===== src/sv/sexpr_byte_tokenizer_macros.svh =====
// ----------------------------------------------------------------------------
// sexpr_byte_tokenizer assertion macros
// clocked assertion helpers, compiled out when SYNTH is defined
// ----------------------------------------------------------------------------
`ifndef SEXPR_BYTE_TOKENIZER_MACROS_SVH
`define SEXPR_BYTE_TOKENIZER_MACROS_SVH
`ifndef SYNTH
// checked only outside reset
`define SBT_ASSERT(lbl, clk, rst_n, prop) \
    lbl: assert property (@(posedge clk) disable iff (!rst_n) prop) \
        else $error("sbt assertion failed");
// checked at every edge, reset included
`define SBT_ASSERT_ALWAYS(lbl, clk, prop) \
    lbl: assert property (@(posedge clk) prop) \
        else $error("sbt assertion failed");
`else
`define SBT_ASSERT(lbl, clk, rst_n, prop)
`define SBT_ASSERT_ALWAYS(lbl, clk, prop)
`endif
`endif


===== src/sv/sbt_pkg.sv =====
// ----------------------------------------------------------------------------
// sbt_pkg
// types, codes and character classes of the s-expression byte tokenizer
// ----------------------------------------------------------------------------
package sbt_pkg;

    localparam int OFFSET_BITS_DEF = 24;
    localparam int FIELD_BITS      = 24;
    localparam int QUEUE_DEPTH     = 4;
    localparam int QPTR_BITS       = $clog2(QUEUE_DEPTH);
    localparam int QCNT_BITS       = $clog2(QUEUE_DEPTH + 1);

    localparam logic [7:0] CH_SPACE = 8'h20;
    localparam logic [7:0] CH_TAB   = 8'h09;
    localparam logic [7:0] CH_CR    = 8'h0d;
    localparam logic [7:0] CH_LF    = 8'h0a;
    localparam logic [7:0] CH_SEMI  = 8'h3b;
    localparam logic [7:0] CH_OPEN  = 8'h28;
    localparam logic [7:0] CH_CLOSE = 8'h29;
    localparam logic [7:0] CH_DOT   = 8'h2e;
    localparam logic [7:0] CH_PLUS  = 8'h2b;
    localparam logic [7:0] CH_MINUS = 8'h2d;

    typedef enum logic [2:0] {
        KIND_SYM   = 3'd0,
        KIND_NUM   = 3'd1,
        KIND_CMT   = 3'd2,
        KIND_OPEN  = 3'd3,
        KIND_CLOSE = 3'd4,
        KIND_ERR   = 3'd5,
        KIND_END   = 3'd6
    } t_kind;

    typedef enum logic [1:0] {
        MODE_IDLE = 2'd0,
        MODE_SYM  = 2'd1,
        MODE_CMT  = 2'd2
    } t_mode;

    typedef enum logic [1:0] {
        LEAD_OTHER = 2'd0,
        LEAD_SIGN  = 2'd1,
        LEAD_DOT   = 2'd2,
        LEAD_DIGIT = 2'd3
    } t_lead;

    typedef struct packed {
        t_kind                   kind;
        logic [FIELD_BITS-1:0]   offset;
        logic [FIELD_BITS-1:0]   length;
        logic                    last;
    } t_result;

    // results of one item, res0 first
    typedef struct packed {
        logic [1:0] count;
        t_result    res0;
        t_result    res1;
    } t_push;

    typedef struct packed {
        logic [QCNT_BITS-1:0] count;
    } t_q_status;

    function automatic logic is_blank(input logic [7:0] c);
        return (c == CH_SPACE) || (c inside {[CH_TAB:CH_CR]});
    endfunction

    function automatic logic is_digit(input logic [7:0] c);
        return c inside {[8'h30:8'h39]};
    endfunction

    function automatic logic is_sym_char(input logic [7:0] c);
        logic hit;
        case (c) inside
            [8'h61:8'h7a], [8'h41:8'h5a], [8'h30:8'h39]: hit = 1'b1;
            // - ! $ % & * + . / : < = > ? @ ^ _ ~
            8'h2d, 8'h21, 8'h24, 8'h25, 8'h26, 8'h2a, 8'h2b, 8'h2e, 8'h2f,
            8'h3a, 8'h3c, 8'h3d, 8'h3e, 8'h3f, 8'h40, 8'h5e, 8'h5f, 8'h7e:
                hit = 1'b1;
            default: hit = 1'b0;
        endcase
        return hit;
    endfunction

endpackage


===== src/sv/sbt_core.sv =====
// ----------------------------------------------------------------------------
// sbt_core
// scanner state and per-byte step; yields up to two results per item
// ----------------------------------------------------------------------------
module sbt_core #(
    parameter int OFFSET_BITS = sbt_pkg::OFFSET_BITS_DEF
) (
    input  logic          i_clk,
    input  logic          i_rst_n,
    input  logic          i_fire,
    input  logic [7:0]    i_byte,
    input  logic          i_end,
    output sbt_pkg::t_push o_push
);

    localparam int FB = sbt_pkg::FIELD_BITS;

    sbt_pkg::t_mode          r_mode,  n_mode;
    sbt_pkg::t_kind          r_pkind, n_pkind;
    sbt_pkg::t_lead          r_lead,  n_lead;
    logic [1:0]              r_chars, n_chars;
    logic                    r_sdot,  n_sdot;
    logic [OFFSET_BITS-1:0]  r_off,   n_off;
    logic [OFFSET_BITS-1:0]  r_begin, n_begin;

    always_comb begin
        sbt_pkg::t_result f_res;
        sbt_pkg::t_result e_res;
        logic             f_v;
        logic             e_v;
        logic             idle;

        n_mode  = r_mode;
        n_pkind = r_pkind;
        n_lead  = r_lead;
        n_chars = r_chars;
        n_sdot  = r_sdot;
        n_off   = r_off;
        n_begin = r_begin;
        f_v     = 1'b0;
        e_v     = 1'b0;
        idle    = 1'b0;

        // pending token as it stands before this byte
        f_res.kind   = r_pkind;
        f_res.offset = FB'(r_begin);
        f_res.length = FB'(r_off - r_begin);
        f_res.last   = 1'b0;

        e_res.kind   = sbt_pkg::KIND_ERR;
        e_res.offset = FB'(r_off);
        e_res.length = FB'(1);
        e_res.last   = 1'b1;

        if (i_fire) begin
            if (i_end) begin
                f_v          = (r_mode != sbt_pkg::MODE_IDLE);
                e_v          = 1'b1;
                e_res.kind   = sbt_pkg::KIND_END;
                e_res.length = '0;
                n_mode  = sbt_pkg::MODE_IDLE;
                n_pkind = sbt_pkg::KIND_SYM;
                n_lead  = sbt_pkg::LEAD_OTHER;
                n_chars = 2'd0;
                n_sdot  = 1'b0;
                n_off   = '0;
                n_begin = '0;
            end else begin
                case (r_mode)
                    sbt_pkg::MODE_SYM: begin
                        if (sbt_pkg::is_sym_char(i_byte)) begin
                            if (r_chars == 2'd1) begin
                                if ((r_lead == sbt_pkg::LEAD_SIGN ||
                                     r_lead == sbt_pkg::LEAD_DOT) &&
                                    sbt_pkg::is_digit(i_byte)) begin
                                    n_pkind = sbt_pkg::KIND_NUM;
                                end else if (r_lead == sbt_pkg::LEAD_SIGN &&
                                             i_byte == sbt_pkg::CH_DOT) begin
                                    n_sdot = 1'b1;
                                end
                            end else if (r_chars == 2'd2) begin
                                // sign, dot, digit
                                if (r_lead == sbt_pkg::LEAD_SIGN && r_sdot &&
                                    sbt_pkg::is_digit(i_byte)) begin
                                    n_pkind = sbt_pkg::KIND_NUM;
                                end
                            end
                            if (r_chars != 2'd3) begin
                                n_chars = r_chars + 2'd1;
                            end
                        end else begin
                            f_v    = 1'b1;
                            idle   = 1'b1;
                            n_mode = sbt_pkg::MODE_IDLE;
                        end
                    end
                    sbt_pkg::MODE_CMT: begin
                        if (i_byte == sbt_pkg::CH_LF || i_byte == sbt_pkg::CH_CR) begin
                            f_v    = 1'b1;
                            idle   = 1'b1;
                            n_mode = sbt_pkg::MODE_IDLE;
                        end
                    end
                    default: begin
                        idle   = 1'b1;
                        n_mode = sbt_pkg::MODE_IDLE;
                    end
                endcase

                if (idle) begin
                    if (sbt_pkg::is_blank(i_byte)) begin
                        e_v = 1'b0;
                    end else if (i_byte == sbt_pkg::CH_SEMI) begin
                        n_mode  = sbt_pkg::MODE_CMT;
                        n_pkind = sbt_pkg::KIND_CMT;
                        n_lead  = sbt_pkg::LEAD_OTHER;
                    end else if (i_byte == sbt_pkg::CH_OPEN) begin
                        e_v        = 1'b1;
                        e_res.kind = sbt_pkg::KIND_OPEN;
                    end else if (i_byte == sbt_pkg::CH_CLOSE) begin
                        e_v        = 1'b1;
                        e_res.kind = sbt_pkg::KIND_CLOSE;
                    end else if (sbt_pkg::is_digit(i_byte)) begin
                        n_mode  = sbt_pkg::MODE_SYM;
                        n_pkind = sbt_pkg::KIND_NUM;
                        n_lead  = sbt_pkg::LEAD_DIGIT;
                    end else if (i_byte == sbt_pkg::CH_PLUS ||
                                 i_byte == sbt_pkg::CH_MINUS) begin
                        n_mode  = sbt_pkg::MODE_SYM;
                        n_pkind = sbt_pkg::KIND_SYM;
                        n_lead  = sbt_pkg::LEAD_SIGN;
                    end else if (i_byte == sbt_pkg::CH_DOT) begin
                        n_mode  = sbt_pkg::MODE_SYM;
                        n_pkind = sbt_pkg::KIND_SYM;
                        n_lead  = sbt_pkg::LEAD_DOT;
                    end else if (sbt_pkg::is_sym_char(i_byte)) begin
                        n_mode  = sbt_pkg::MODE_SYM;
                        n_pkind = sbt_pkg::KIND_SYM;
                        n_lead  = sbt_pkg::LEAD_OTHER;
                    end else begin
                        e_v = 1'b1;
                    end
                    // a token opened here starts at this byte
                    if (n_mode != sbt_pkg::MODE_IDLE) begin
                        n_chars = 2'd1;
                        n_sdot  = 1'b0;
                        n_begin = r_off;
                    end
                end

                // offset saturates at all ones
                if (r_off != {OFFSET_BITS{1'b1}}) begin
                    n_off = r_off + 1'b1;
                end
            end
        end

        // closing token goes out ahead of the byte's own result
        f_res.last   = !e_v;
        o_push.count = {1'b0, f_v} + {1'b0, e_v};
        o_push.res0  = f_v ? f_res : e_res;
        o_push.res1  = e_res;
    end

    always_ff @(posedge i_clk) begin
        if (!i_rst_n) begin
            r_mode  <= sbt_pkg::MODE_IDLE;
            r_pkind <= sbt_pkg::KIND_SYM;
            r_lead  <= sbt_pkg::LEAD_OTHER;
            r_chars <= 2'd0;
            r_sdot  <= 1'b0;
            r_off   <= '0;
            r_begin <= '0;
        end else begin
            r_mode  <= n_mode;
            r_pkind <= n_pkind;
            r_lead  <= n_lead;
            r_chars <= n_chars;
            r_sdot  <= n_sdot;
            r_off   <= n_off;
            r_begin <= n_begin;
        end
    end

endmodule


===== src/sv/sbt_outq.sv =====
// ----------------------------------------------------------------------------
// sbt_outq
// small result queue: takes up to two results a cycle, hands out one
// ----------------------------------------------------------------------------
module sbt_outq (
    input  logic               i_clk,
    input  logic               i_rst_n,
    input  sbt_pkg::t_push     i_push,
    input  logic               i_pop,
    output sbt_pkg::t_result   o_head,
    output sbt_pkg::t_q_status o_status
);

    localparam int PB = sbt_pkg::QPTR_BITS;
    localparam int CB = sbt_pkg::QCNT_BITS;

    sbt_pkg::t_result        r_mem [sbt_pkg::QUEUE_DEPTH];
    logic [PB-1:0]           r_wr, n_wr;
    logic [PB-1:0]           r_rd, n_rd;
    logic [CB-1:0]           r_count, n_count;
    logic [PB-1:0]           wr_next;

    assign wr_next = r_wr + PB'(1);

    always_comb begin
        n_wr    = r_wr + PB'(i_push.count);
        n_rd    = r_rd + PB'(i_pop);
        n_count = r_count + CB'(i_push.count) - CB'(i_pop);
    end

    always_ff @(posedge i_clk) begin
        if (i_push.count != 2'd0) begin
            r_mem[r_wr] <= i_push.res0;
        end
        if (i_push.count == 2'd2) begin
            r_mem[wr_next] <= i_push.res1;
        end
    end

    always_ff @(posedge i_clk) begin
        if (!i_rst_n) begin
            r_wr    <= '0;
            r_rd    <= '0;
            r_count <= '0;
        end else begin
            r_wr    <= n_wr;
            r_rd    <= n_rd;
            r_count <= n_count;
        end
    end

    assign o_head         = r_mem[r_rd];
    assign o_status.count = r_count;

endmodule


===== src/sv/sexpr_byte_tokenizer.sv =====
// ----------------------------------------------------------------------------
// sexpr_byte_tokenizer
// s-expression lexer: text bytes in, tokens (kind, offset, length) out
// ----------------------------------------------------------------------------
// input stream (s_axis): one text byte per item in tdata; tuser high marks
// the end of the text, and then tdata is ignored.
// output stream (m_axis): one token per item, kind in tuser, offset and length
// in tdata, tlast high on the final token caused by an input item. the end
// item flushes an open token, then gives an end token, and the next byte
// starts a fresh text at offset 0.
// a token caused by an item passes the input register, then the four-entry
// result queue, before it is valid on m_axis.
// throughput: one input item per cycle while the queue has room; the result
// queue drains one token per cycle while m_axis is ready, so an item that
// closes a token and makes one of its own leaves two tokens to drain. an item
// steps only when the queue has two free slots, which sets the rate under
// back pressure.
// reset (i_rst_n low, synchronous) empties the input register and the queue
// and returns the scanner to offset 0 between tokens.
// when m_axis stalls, tokens stay queued and s_axis tready drops once the
// queue cannot take another item's worth of results.
// ----------------------------------------------------------------------------
`include "sexpr_byte_tokenizer_macros.svh"

module sexpr_byte_tokenizer #(
    parameter int OFFSET_BITS = sbt_pkg::OFFSET_BITS_DEF
) (
    input  logic        i_clk,
    input  logic        i_rst_n,
    input  logic        i_s_axis_tvalid,
    output logic        o_s_axis_tready,
    input  logic [7:0]  i_s_axis_tdata,   // [7:0] data_byte
    input  logic        i_s_axis_tuser,   // [0] end_marker
    output logic        o_m_axis_tvalid,
    input  logic        i_m_axis_tready,
    output logic [47:0] o_m_axis_tdata,   // [23:0] token_offset, [47:24] token_length
    output logic [2:0]  o_m_axis_tuser,   // [2:0] token_kind
    output logic        o_m_axis_tlast    // last_of_run
);

    localparam int CB = sbt_pkg::QCNT_BITS;
    localparam logic [CB-1:0] Q_FULL     = CB'(sbt_pkg::QUEUE_DEPTH);
    localparam logic [CB-1:0] Q_STEP_MAX = CB'(sbt_pkg::QUEUE_DEPTH - 2);

    logic               r_in_valid;
    logic [7:0]         r_in_byte;
    logic               r_in_end;
    logic               fire;
    logic               pop;
    sbt_pkg::t_push     push;
    sbt_pkg::t_result   head;
    sbt_pkg::t_q_status q_status;

    // room for two results guarantees the step never overfills the queue
    assign fire = r_in_valid && (q_status.count <= Q_STEP_MAX);
    assign o_s_axis_tready = !r_in_valid || fire;

    always_ff @(posedge i_clk) begin
        if (!i_rst_n) begin
            r_in_valid <= 1'b0;
        end else if (o_s_axis_tready) begin
            r_in_valid <= i_s_axis_tvalid;
        end
    end

    always_ff @(posedge i_clk) begin
        if (o_s_axis_tready && i_s_axis_tvalid) begin
            r_in_byte <= i_s_axis_tdata;
            r_in_end  <= i_s_axis_tuser;
        end
    end

    sbt_core #(
        .OFFSET_BITS (OFFSET_BITS)
    ) u_core (
        .i_clk   (i_clk),
        .i_rst_n (i_rst_n),
        .i_fire  (fire),
        .i_byte  (r_in_byte),
        .i_end   (r_in_end),
        .o_push  (push)
    );

    sbt_outq u_outq (
        .i_clk    (i_clk),
        .i_rst_n  (i_rst_n),
        .i_push   (push),
        .i_pop    (pop),
        .o_head   (head),
        .o_status (q_status)
    );

    assign o_m_axis_tvalid = (q_status.count != '0);
    assign pop             = o_m_axis_tvalid && i_m_axis_tready;
    assign o_m_axis_tdata  = {head.length, head.offset};
    assign o_m_axis_tuser  = head.kind;
    assign o_m_axis_tlast  = head.last;

    `SBT_ASSERT(a_q_bound, i_clk, i_rst_n, q_status.count <= Q_FULL)
    `SBT_ASSERT(a_fire_room, i_clk, i_rst_n, fire |-> q_status.count <= Q_STEP_MAX)
    `SBT_ASSERT(a_end_last, i_clk, i_rst_n, (o_m_axis_tvalid && head.kind == sbt_pkg::KIND_END) |-> o_m_axis_tlast)
    `SBT_ASSERT(a_hold_item, i_clk, i_rst_n, (r_in_valid && !fire) |=> (r_in_valid && $stable(r_in_byte) && $stable(r_in_end)))
    `SBT_ASSERT_ALWAYS(a_no_push_idle, i_clk, !fire |-> push.count == 2'd0)

endmodule


===== config.mk =====
export PLATFORM = sky130hd
export DESIGN_NAME = sexpr_byte_tokenizer
export DESIGN_NICKNAME = d
export VERILOG_FILES = /design/src/sv/sbt_pkg.sv /design/src/sv/sbt_core.sv /design/src/sv/sbt_outq.sv /design/src/sv/sexpr_byte_tokenizer.sv
export VERILOG_INCLUDE_DIRS = /design/src /design/src/sv
export SDC_FILE = /design/constraint.sdc
export NUM_CORES = 1
export LEC_CHECK = 0
export BUFFER_PORTS_ARGS = -buffer_cell sky130_fd_sc_hd__buf_4
export CAP_MARGIN = 20
export CELL_PAD_IN_SITES_DETAIL_PLACEMENT = 1
export CELL_PAD_IN_SITES_GLOBAL_PLACEMENT = 1
export CORE_ASPECT_RATIO = 0.75
export CORE_MARGIN = 8
export CORE_UTILIZATION = 50
export DETAILED_ROUTE_END_ITERATION = 7
export PLACE_DENSITY_LB_ADDON = 0.1
export RECOVER_POWER = 50
export REMOVE_ABC_BUFFERS = 1
export SYNTH_ARGS = -nofsm -noshare
export SYNTH_HDL_FRONTEND = slang
export SYNTH_SLANG_ARGS = --single-unit

===== constraint.sdc =====
create_clock -name i_clk -period 4.6 [get_ports i_clk]
set_input_delay 0.46 -clock i_clk [delete_from_list [all_inputs] [get_ports i_clk]]
set_output_delay 0.46 -clock i_clk [all_outputs]
set_load 0.05 [all_outputs]

* Yosys cells after proc, flatten, opt, wreduce, memory -nomap -nowiden *
Memory sizes are Yosys's and may differ from the RTL's. A register that Yosys moved wholly into a read port is not among the register bits.
Cells that the tools add are included.

operators by class
  $lt $le $gt $ge = 9
  eq/ne operators = 36
  mux-type cells = 110
  reduce and logical (&&, ||, !) cells = 31
  $add $sub $neg = 9

operators with widths
  operator               number
  $eq 8x6->1 const B     18
  $mux 24                5
  $mux 3                 22
  $mux 2                 32
  $mux 52                1
  $mux 1                 47
  $eq 8x7->1 const B     4
  $add 24x1->24 const B  1
  $ne 24x24->1 const B   1
  $sub 24x24->24         1
  $reduce_or 18->1       1
  $eq 8x4->1 const B     2
  $ge 8x7->1 const B     2
  $le 8x7->1 const B     2
  $reduce_bool 2->1      6
  $logic_and 1x1->1      11
  $eq 2x2->1 const B     4
  $ge 8x4->1 const B     1
  $ge 8x6->1 const B     1
  $le 8x4->1 const B     1
  $le 8x6->1 const B     1
  $eq 2x1->1 const B     3
  $ne 3x2->1 const B     2
  $reduce_and 6->1       1
  other kinds (17)       25

storage, ports and cells
  word-level logic and storage cells = 209
  register bits = 75
  input port bits = 13
  memory bits (writable) = 208
  output and inout port bits = 54
  memories = 1

memory list
  memory        words  width  rd ports  clocked after memory_dff  wr ports  line            RTL
  u_outq.r_mem  4      52     1         1                         2         sbt_outq.sv:17  sbt_pkg::t_result r_mem [sbt_pkg::QUEUE_DEPTH];

* Longest topological paths before layout *
Gate-level depths: netlist of the first run.

  word-level depth = 29
  gate-level depth with buffers = 19

* Modules after synthesis *
A second synthesis of the first run with hierarchy kept.

second synthesis, totals
  cells, all modules = 1175
  area, all modules = 15458.6 sq um

by module, submodules not included
  module                cells each  seq. area each (sq um)  area an instance (sq um)  instances
  sbt_outq              544         6386.1                  10423.7                   1
  sbt_core              610         1161.1                  4675.7                    1
  sexpr_byte_tokenizer  21          290.3                   359.1                     1

* Worst setup path before layout of the first run *
OpenSTA, ideal clock, no wires.

  path kind = flip-flop to flip-flop
  from = reg r_in_byte[4]
  to = mem u_outq.r_mem[1][1] in the netlist's numbering, enable pin
  setup slack = 0.452 ns
  buffers on the path = 4
  arrival time = 3.765 ns
  cell stages (with the launch flop) = 17
  setup time = 0.383 ns
  cells stage by stage = edfxtp_1 buf_2 nand2b_1 or3_1 o22ai_1 o2bb2ai_1 o31ai_2 a21boi_4 inv_4 buf_2 ha_1 inv_1 or3_1 clkbuf_1 and2_1 clkbuf_1 inv_1

RTL lines
  item                    line                        RTL
  start, declared         sexpr_byte_tokenizer.sv:46  logic [7:0] r_in_byte;
  start signal, assigned  sexpr_byte_tokenizer.sv:68  r_in_byte <= i_s_axis_tdata;
  end, declared           sbt_outq.sv:17

==> run summary, run 1 <==
Counting every instance in the synthesized netlist gives 1193. The final layout contains 1268 nets. The checks that failed: max-capacitance violations, max-slew violations. The per-cell routed wire length was 25.2 µm; the share of the core filled with cells was 0.563.

The number of global-route vias before repair came out at 10700. For the max-slew headroom at the worst pin, the log shows -0.132. The worst hold path begins at i_s_axis_tdata[5]. The tools report the worst setup margin as 0.327 ns. In this run, synthesis inferred 121 flip-flops with an integrated enable. The mean instance size in the synthesized netlist came out at 11.6 µm². For hold timing, the worst endpoint is r_in_byte[5]$_DFFE_PP_. After global routing, the most crowded layer is met2.

For this run the aggregate overflow at the end of global routing stands at 0. The register-to-register path setup slack came out at 0.33 ns. The synthesized netlist occupies a cell area of 0.0138 mm². Post-CTS repair changed the size of 0 cells. During I/O placement, the number of pins put on the boundary was 67. The synthesized-area fraction occupied by ao, oa, aoi and oai cells came out at 0.211.

The power per cell area is 432 mW/mm², and the clock network latency to the later pin of the worst-skew pair is 0.57 ns. The total vias in the final route is 10200. The cell that appears most often on the critical path is sky130_fd_sc_hd__inv_1. The worst-case IR drop observed on VDD is 279 µV.

Setup repair after global routing left no endpoint under its margin. During placement, the flow inserted port buffers numbering 66. Sorting the synthesized cells by how often they occur yields sky130_fd_sc_hd__a22o_1, sky130_fd_sc_hd__dfxtp_1, sky130_fd_sc_hd__edfxtp_1, sky130_fd_sc_hd__nand2_1, sky130_fd_sc_hd__nor2_1. The run gives 0.236 as the combined global-route utilization of all metal layers. The share of synthesized cell area in full adder, half adder and majority cells is 0.0354, and the max-slew violation count is 33. Counting I/O delays and the setup requirement, the final critical path takes 4.27 ns.

Setup violations remaining at the end of the flow were counted as 0. The largest net degree at the start of global routing is 42, and the maximum cell stage delay along the critical path is 0.62 ns. For the number of buffers added to fix hold violations after cts, the log shows 0. The count of warnings emitted by yosys is 0, and the number of DRC markers after the initial detailed-route iteration is 725.

The proportion of netlist area held by the largest area contributor came out at 0.263. Share of flip-flops with an asynchronous set or reset: 0. The worst setup path is captured at a flip-flop. The global routing met3 resource utilization is 0.0417. The fraction of layout cells with a size suffix above 1 is 0.121, and the count of H-tree levels built during CTS is 1.

Once detailed placement completed, the half-perimeter wirelength came to 26500 µm. The flow ran to the end, but the final reports show violations. Once detail routing completed, the nets flagged for antenna violations numbered 0. Initial antenna violation count: 0. Counting cells, the worst reg-to-reg path comes to 14. The floorplan step defined a core boundary enclosing 0.0271 mm². At the worst endpoint, the arrival time is 4.54 ns.

The analysis attributes to cell leakage a power of 5.48 nW. The tools report the critical register-to-register path startpoint as r_in_byte[4]$_DFFE_PP_. TritonCTS built the clock tree. The main combinational cell family by area after synthesis is compound AO/OA/AOI/OAI gates. The number of setup buffers added after CTS is 0. The initial standard-cell utilization of the core was 0.511. The terminus of the critical flop-to-flop path is u_outq.r_mem[1][43]$_DFFE_PP_. By startpoint and endpoint, the worst setup path is classified as flip-flop to flip-flop. The critical path required time was 4.87 ns. Width of the chip: 208 µm. The CTS root buffer is sky130_fd_sc_hd__clkbuf_16.

The tools report the critical path startpoint category as a flip-flop. Leading register cell type out of synthesis: sky130_fd_sc_hd__dfxtp_1. The total CTS buffers was 29. The simple logic cell fraction of the synthesized area is 0.0901. The highest fanout seen on the critical path is 24.

For the met1 usage, the log shows 0.329. On the final layout, the worst clock skew is 0.00884 ns. Walking the worst path, the cells encountered are or4b_1 -> nor2_1 -> nand3_1 -> nand2_1 -> o21ai_0 -> nor3_1 -> nor2_1 -> inv_1 -> ha_1 -> inv_1 -> or3_1 -> and2_1 -> inv_1 -> buf_12. For the total wire length after detailed routing, the log shows 40100 µm. Multiplexer share of the synthesized area: 0.0884.

The floorplan step defined a die boundary enclosing 0.0333 mm². The logs give 0.378 for the met2 track utilization from global routing and 62900 µm for the first-pass GRT wire length. Summed over all instances, the cell type with the most area after synthesis is sky130_fd_sc_hd__edfxtp_1. The tools report the routability congestion estimate from global placement as 0.873. In the post-synthesis netlist, the biggest area contributors are sky130_fd_sc_hd__edfxtp_1, sky130_fd_sc_hd__dfxtp_1, sky130_fd_sc_hd__a22o_1. Relative to the synthesized area, the layout overhead comes to 10.2%. The clock-pin slew reported for the worst setup and hold paths after clock tree synthesis works out to 0.06 ns. The first detailed-routing pass took 5 iterations. From bottom edge to top edge, the die measures 160 µm. The initialized floorplan defines 52 standard-cell rows. The number of instances on the worst hold path came out at 1. For the number of design rule violations left after detail routing, the log shows 0. The worst-margin pin slew is 1.70 ns, and the share of the clock period used by the worst path is 0.929. The logs give 0.497 for the portion of the post-synthesis area used by sequential elements and 1 for the number of maximum-capacitance constraint violations. Summed over all failing endpoints, the final setup total negative slack is 0 ns. For the pre-CTS setup slack, the log shows 0.427 ns. The total count of hold-check failures in the final report came out at 0. In the routed layout, each cell is associated on average with a via count of 6.43.

CTS saw 283 sinks. Cell with the largest stage delay on the worst path: sky130_fd_sc_hd__or4b_1. Among all cell types in the netlist, the one instantiated most often is sky130_fd_sc_hd__a22o_1.

The kind of path behind the tightest hold check is input port to flip-flop. After synthesis the netlist holds a flip-flop and latch count of 283. The clock passes through at most 3 buffers.

The synthesized netlist contains 73 unique library cells. For this run, the top clock speed supported by timing is 234 MHz. The xor and xnor fraction of the mapped netlist area is 0.0291, and the count of fill cells added during filler insertion is 2822. The number of antenna diodes in the final layout is 0.
final cells by class:
cell class | count | area (µm²) | area share
Sequential cell | 283 | 6880 | 0.451
Multi-Input combinational cell | 758 | 6270 | 0.411
Clock buffer | 46 | 886 | 0.0581
Timing Repair Buffer | 92 | 515 | 0.0338
Tap cell | 351 | 439 | 0.0288
Inverter | 53 | 201 | 0.0132
Clock inverter | 8 | 53.8 | 0.00353
state kept, by name (all words and copies together), names as in the netlist, 3 cells and up:
name             flops
r_in_byte            8
u_core.r_begin      24
u_core.r_off        24
u_core.r_pkind       3
u_outq.o_status      3
u_outq.r_mem       208
power by group:
group          internal, W  total [W]  switching [W]
sequential         0.00273    0.00291       0.000186
clock              0.00132    0.00233        0.00101
combinational     0.000427    0.00134       0.000916
total              0.00448    0.00659        0.00211
metrics by stage:
step	cell area, µm²	hold slack [ns]	total power [W]	cells
2_1_floorplan	13400	0.420	0.00393	1094
3_3_place_gp	14500	0.431	0.00440	1537
3_5_place_dp	14500	0.443	0.00443	1537
4_1_cts	15500	0.0414	0.00676	1591
5_1_grt	15200	0.0679	0.00683	1591
6_report	15200	0.0818	0.00659	1591
per-layer routing:
metal / wire length (µm) / share of wire
met1: 18600 / 0.46
met3: 2400 / 0.060
met5: 0 / 0
met2: 18100 / 0.45
met4: 957 / 0.024
how the worst max path moves through the flow:
stage                            from  slack, ns  cells past startpoint                             to
2_1_floorplan  r_in_byte[4]$_DFFE_PP_       0.08                     11   u_outq.r_mem[0][1]$_DFFE_PP_
3_3_place_gp   r_in_byte[4]$_DFFE_PP_       0.55                     14  u_outq.r_mem[1][39]$_DFFE_PP_
3_5_place_dp   r_in_byte[4]$_DFFE_PP_       0.43                     14  u_outq.r_mem[1][39]$_DFFE_PP_
4_1_cts        r_in_byte[4]$_DFFE_PP_       0.38                     12  u_outq.r_mem[1][44]$_DFFE_PP_
5_1_grt        r_in_byte[4]$_DFFE_PP_      0.008                     12  u_outq.r_mem[1][44]$_DFFE_PP_
6_report       r_in_byte[4]$_DFFE_PP_       0.33                     14  u_outq.r_mem[1][43]$_DFFE_PP_
cells in the final DEF (no fill, tap or decap), types with 5 or more instances in the layout:
cell type / count
sky130_fd_sc_hd__buf_4: 22
sky130_fd_sc_hd__nand2_1: 70
sky130_fd_sc_hd__nor4_1: 6
sky130_fd_sc_hd__inv_1: 52
sky130_fd_sc_hd__o22ai_1: 21
sky130_fd_sc_hd__o21ai_4: 5
sky130_fd_sc_hd__nand3_1: 17
sky130_fd_sc_hd__edfxtp_1: 121
sky130_fd_sc_hd__nor2b_1: 8
sky130_fd_sc_hd__a22o_1: 180
sky130_fd_sc_hd__mux4_2: 52
sky130_fd_sc_hd__nand4_1: 10
sky130_fd_sc_hd__a21boi_0: 6
sky130_fd_sc_hd__and2_0: 7
sky130_fd_sc_hd__clkbuf_4: 10
sky130_fd_sc_hd__ha_1: 36
sky130_fd_sc_hd__nor2_2: 5
sky130_fd_sc_hd__and2_1: 11
sky130_fd_sc_hd__nand2b_1: 6
sky130_fd_sc_hd__a211oi_1: 7
sky130_fd_sc_hd__nor2_1: 65
sky130_fd_sc_hd__o21ai_0: 42
sky130_fd_sc_hd__or3_1: 9
sky130_fd_sc_hd__clkbuf_8: 5
sky130_fd_sc_hd__a32o_1: 16
sky130_fd_sc_hd__and3_1: 7
sky130_fd_sc_hd__dfxtp_1: 161
sky130_fd_sc_hd__a21o_1: 9
sky130_fd_sc_hd__o21a_1: 7
sky130_fd_sc_hd__xor2_1: 25
sky130_fd_sc_hd__nor3_1: 12
sky130_fd_sc_hd__xnor2_1: 21
sky130_fd_sc_hd__a21oi_1: 30
sky130_fd_sc_hd__clkbuf_16: 31
sky130_fd_sc_hd__and4_1: 5
sky130_fd_sc_hd__clkbuf_1: 63
cells by family after synthesis:
| group | count (synthesis) |
|---|---|
| AOI/OAI and AO/OA | 364 |
| DFF | 283 |
| muxes | 57 |
| buffers and inverters | 152 |
| adders and majority gates | 38 |
| xor gates and xnor gates | 46 |
| and+or+nand+nor | 253 |
worst max-delay path: cells and delay by family, from the launching register on:
family | cells | cell delay [ns]
AND/OR/NAND/NOR | 8 | 2.37
buffers and inverters | 4 | 0.67
AO/OA/AOI/OAI | 1 | 0.11
flip-flops | 1 | 0.51
adder cells (fa/ha/maj) | 1 | 0.28
Note: power is estimated with default switching activity, not from simulation.
==> run 2: changes to the inputs <==
- CORE_UTILIZATION: 50 -> 52
- CTS_BUF_LIST: not set -> sky130_fd_sc_hd__clkbuf_8
- PLACE_DENSITY: not set -> 0.8
- PLACE_DENSITY_LB_ADDON: 0.1 -> not set
- RECOVER_POWER: 50 -> not set
==> run 2 against run 1 <==
The flow now finishes without violations. Worst hold slack worse by 0.0059 ns. Sequential share of layout area is 0.73 points lower. Clock skew is 0.026 ns higher.
==> run summary, run 2 (synthesis results as in run 1) <==
The flow ran to the end, and the final reports show no timing, DRC or antenna violations. The clock passes through at most 3 buffers. For the finished layout, the period the worst path requires is 4.07 ns. The initial antenna violation count was 0. The highest fanout seen on the critical path works out to 29. The worst min-delay path startpoint is i_s_axis_tdata[2]. First element of the critical path: r_in_byte[4]$_DFFE_PP_. The number of instances on the worst hold path was 1.

The flip-flop count of the largest register, all copies and words added was 208; the total number of placement rows was 51. The detailed-placement wirelength estimate came out at 27000 µm. For the number of maximum-capacitance constraint violations, the log shows 0.

On the critical path, the stage with the largest delay is an instance of sky130_fd_sc_hd__or3_1. The number of setup buffers added after CTS is 0. The vertical die dimension works out to 157 µm. The max-slew headroom at the worst pin was 0.358. The total of buffers placed on input and output ports is 66, and the first-pass GRT wire length is 63200 µm. The clock-pin slew reported for the worst setup and hold paths after clock tree synthesis was 0.06 ns. Summing all flip-flop and latch instances after layout gives 0.00688 mm². For the critical path required time, the log shows 4.85 ns. The width of the chip works out to 204 µm.

The maximum cell stage delay along the critical path was 0.52 ns; the count of fill cells added during filler insertion was 2691. Ranked by flip-flop count, first place goes to u_outq.r_mem. The multi-input combinational cells in the finished layout cover a total of 0.00629 mm².

The worst setup path is captured at a flip-flop. The logs give 1287 for the final layout net count and 0 ns for the setup TNS after final layout. The critical setup path kind is flip-flop to flip-flop. After detailed routing, the average wire length per cell comes to 25.0 µm. The combined global-route utilization of all metal layers was 0.250. The logs give 0 for the total count of hold-check failures in the final report and 0.0346 ns for the clock tree skew after final layout. The tools report the initial standard-cell utilization of the core as 0.531.

The total clock sinks is 283, and the count of inserted antenna diode cells is 0. The worst register-to-register path has a depth of 13. Entering global routing, the biggest net connects 38 pins.

Max-slew violation count: 0. The total leakage power is 5.81 nW. The congestion estimate from routability-driven global placement came to 0.853. STA classifies the critical path startpoint as a flip-flop.

For the worst setup path, the data arrival time is 4.32 ns. The instance area after placement is 0.0145 mm². The critical path goes through nand2b_1 -> or3_1 -> o22ai_1 -> o2bb2ai_1 -> o31ai_2 -> a21boi_4 -> inv_4 -> ha_1 -> inv_1 -> or3_1 -> and2_1 -> inv_1 -> buf_12. The fmax is 246 MHz. In the layout the commonest cells are sky130_fd_sc_hd__a22o_1, sky130_fd_sc_hd__dfxtp_1, sky130_fd_sc_hd__edfxtp_1. The tree is rooted in a sky130_fd_sc_hd__clkbuf_8. The run gives 10400 as the total vias in the final route. Power per cell area: 426 mW/mm².

For the number of iterations in the first detailed-routing pass, the log shows 5. The post-cts sizing count came out at 0. The number of global-route vias before repair came out at 11000.

The H-tree was split into 2 levels. The worst register-to-register path begins at r_in_byte[4]$_DFFE_PP_. Setup repair after global routing left no endpoint under its margin. After detailed routing, the number of vias per cell comes to 6.45. In this run the count of I/O pins placed on the die edge is 67. The share of the clock period used by the worst path works out to 0.885. Clock latency on the worst-skew pair, taken at its later pin, is 0.59 ns. For the pin with the worst max-slew slack, the measured transition is 0.957 ns. Buffers inserted to repair hold after CTS numbered 0.

The total wire length after detailed routing is 40400 µm. The largest registers in the layout are u_outq.r_mem (208), u_core.r_begin (24), u_core.r_off (24). Relative to the synthesized area, the layout overhead comes to 12.0%.

Worst vdd rail ir drop: 328 µV. The fraction of layout cells with a size suffix above 1 is 0.185, and the count of endpoints failing setup in the final report is 0. TritonCTS built the clock tree. The tools report the total CTS buffers as 45.

Global routing finished with a remaining overflow of 0. In this run the worst hold path is classified as input port to flip-flop. Summing all non-filler instances in the final layout gives an area of 0.0155 mm². The logs give 0.0260 mm² for the area of the core and 0 for the number of design rule violations left after detail routing.

Leaving out fill and tap cells, the most frequent cell in the layout is sky130_fd_sc_hd__a22o_1. For this block, the initial DRC count from the detailed router was 848. Once detail routing completed, the nets flagged for antenna violations numbered 0. For the die area, the log shows 0.0321 mm².
[run 2: cell types whose count changed in the layout (fill, tap and decap cells not counted), sizes merged]
cell	change
buf	+70
clkbuf	-56
clkinv	+2
inv	+17
bufinv	+1
clkinvlp	-1
[run 2: layer usage]
layer / routed length [µm] / global-route usage / vias up
met1: 17600 / 0.334 / 5315
met2: 18700 / 0.403 / 384
met3: 3120 / 0.0534 / 74
met5: 0 / 0 / -
li1: - / - / 4659
met4: 967 / 0.0770 / 0
[run 2: critical path: cells and delay by family, from the launching register on]
kind	cells	cell delay [ns]
buffers and inverters	4	0.71
adders and majority gates	1	0.34
and+or+nand+nor	4	1.31
AOI/OAI and AO/OA	4	0.88
DFF	1	0.51
[run 2: area by class of cell]
class                      count  area share
timing repair buffer          95      0.0484
tap                          344      0.0278
clock inverter                27      0.0102
clock buffer                  57      0.0506
inverter                      53      0.0130
sequential                   283       0.444
multi-input combinational    758       0.406
[run 2: where the power goes]
part           internal [W]  total (W)  switching, W
clock network       0.00118    0.00223       0.00105
registers           0.00273    0.00289      0.000159
logic              0.000533    0.00149      0.000954
total               0.00445    0.00661       0.00216
[run 2: final timing paths]
check	endpoint	slack [ns]
worst max-delay path	u_outq.r_mem[1][42]$_DFFE_PP_	0.53
worst min-delay path	r_in_byte[2]$_DFFE_PP_	0.08
worst max register to register	u_outq.r_mem[1][42]$_DFFE_PP_	0.53
worst min register to register	u_outq.r_mem[3][8]$_SDFFE_PP0P_	0.46
[run 2: metrics by stage]
step	power [W]	hold WS (ns)	instances	utilization	setup WS [ns]
after floorplan	0.00393	0.420	1094	-	0.0802
after global placement	0.00440	0.430	1532	0.558	0.717
after detailed placement	0.00443	0.441	1532	0.558	0.560
after CTS	0.00666	0.0496	1616	0.595	0.556
after global routing	0.00686	0.0556	1617	0.595	0.343
final	0.00661	0.0759	1617	0.595	0.529
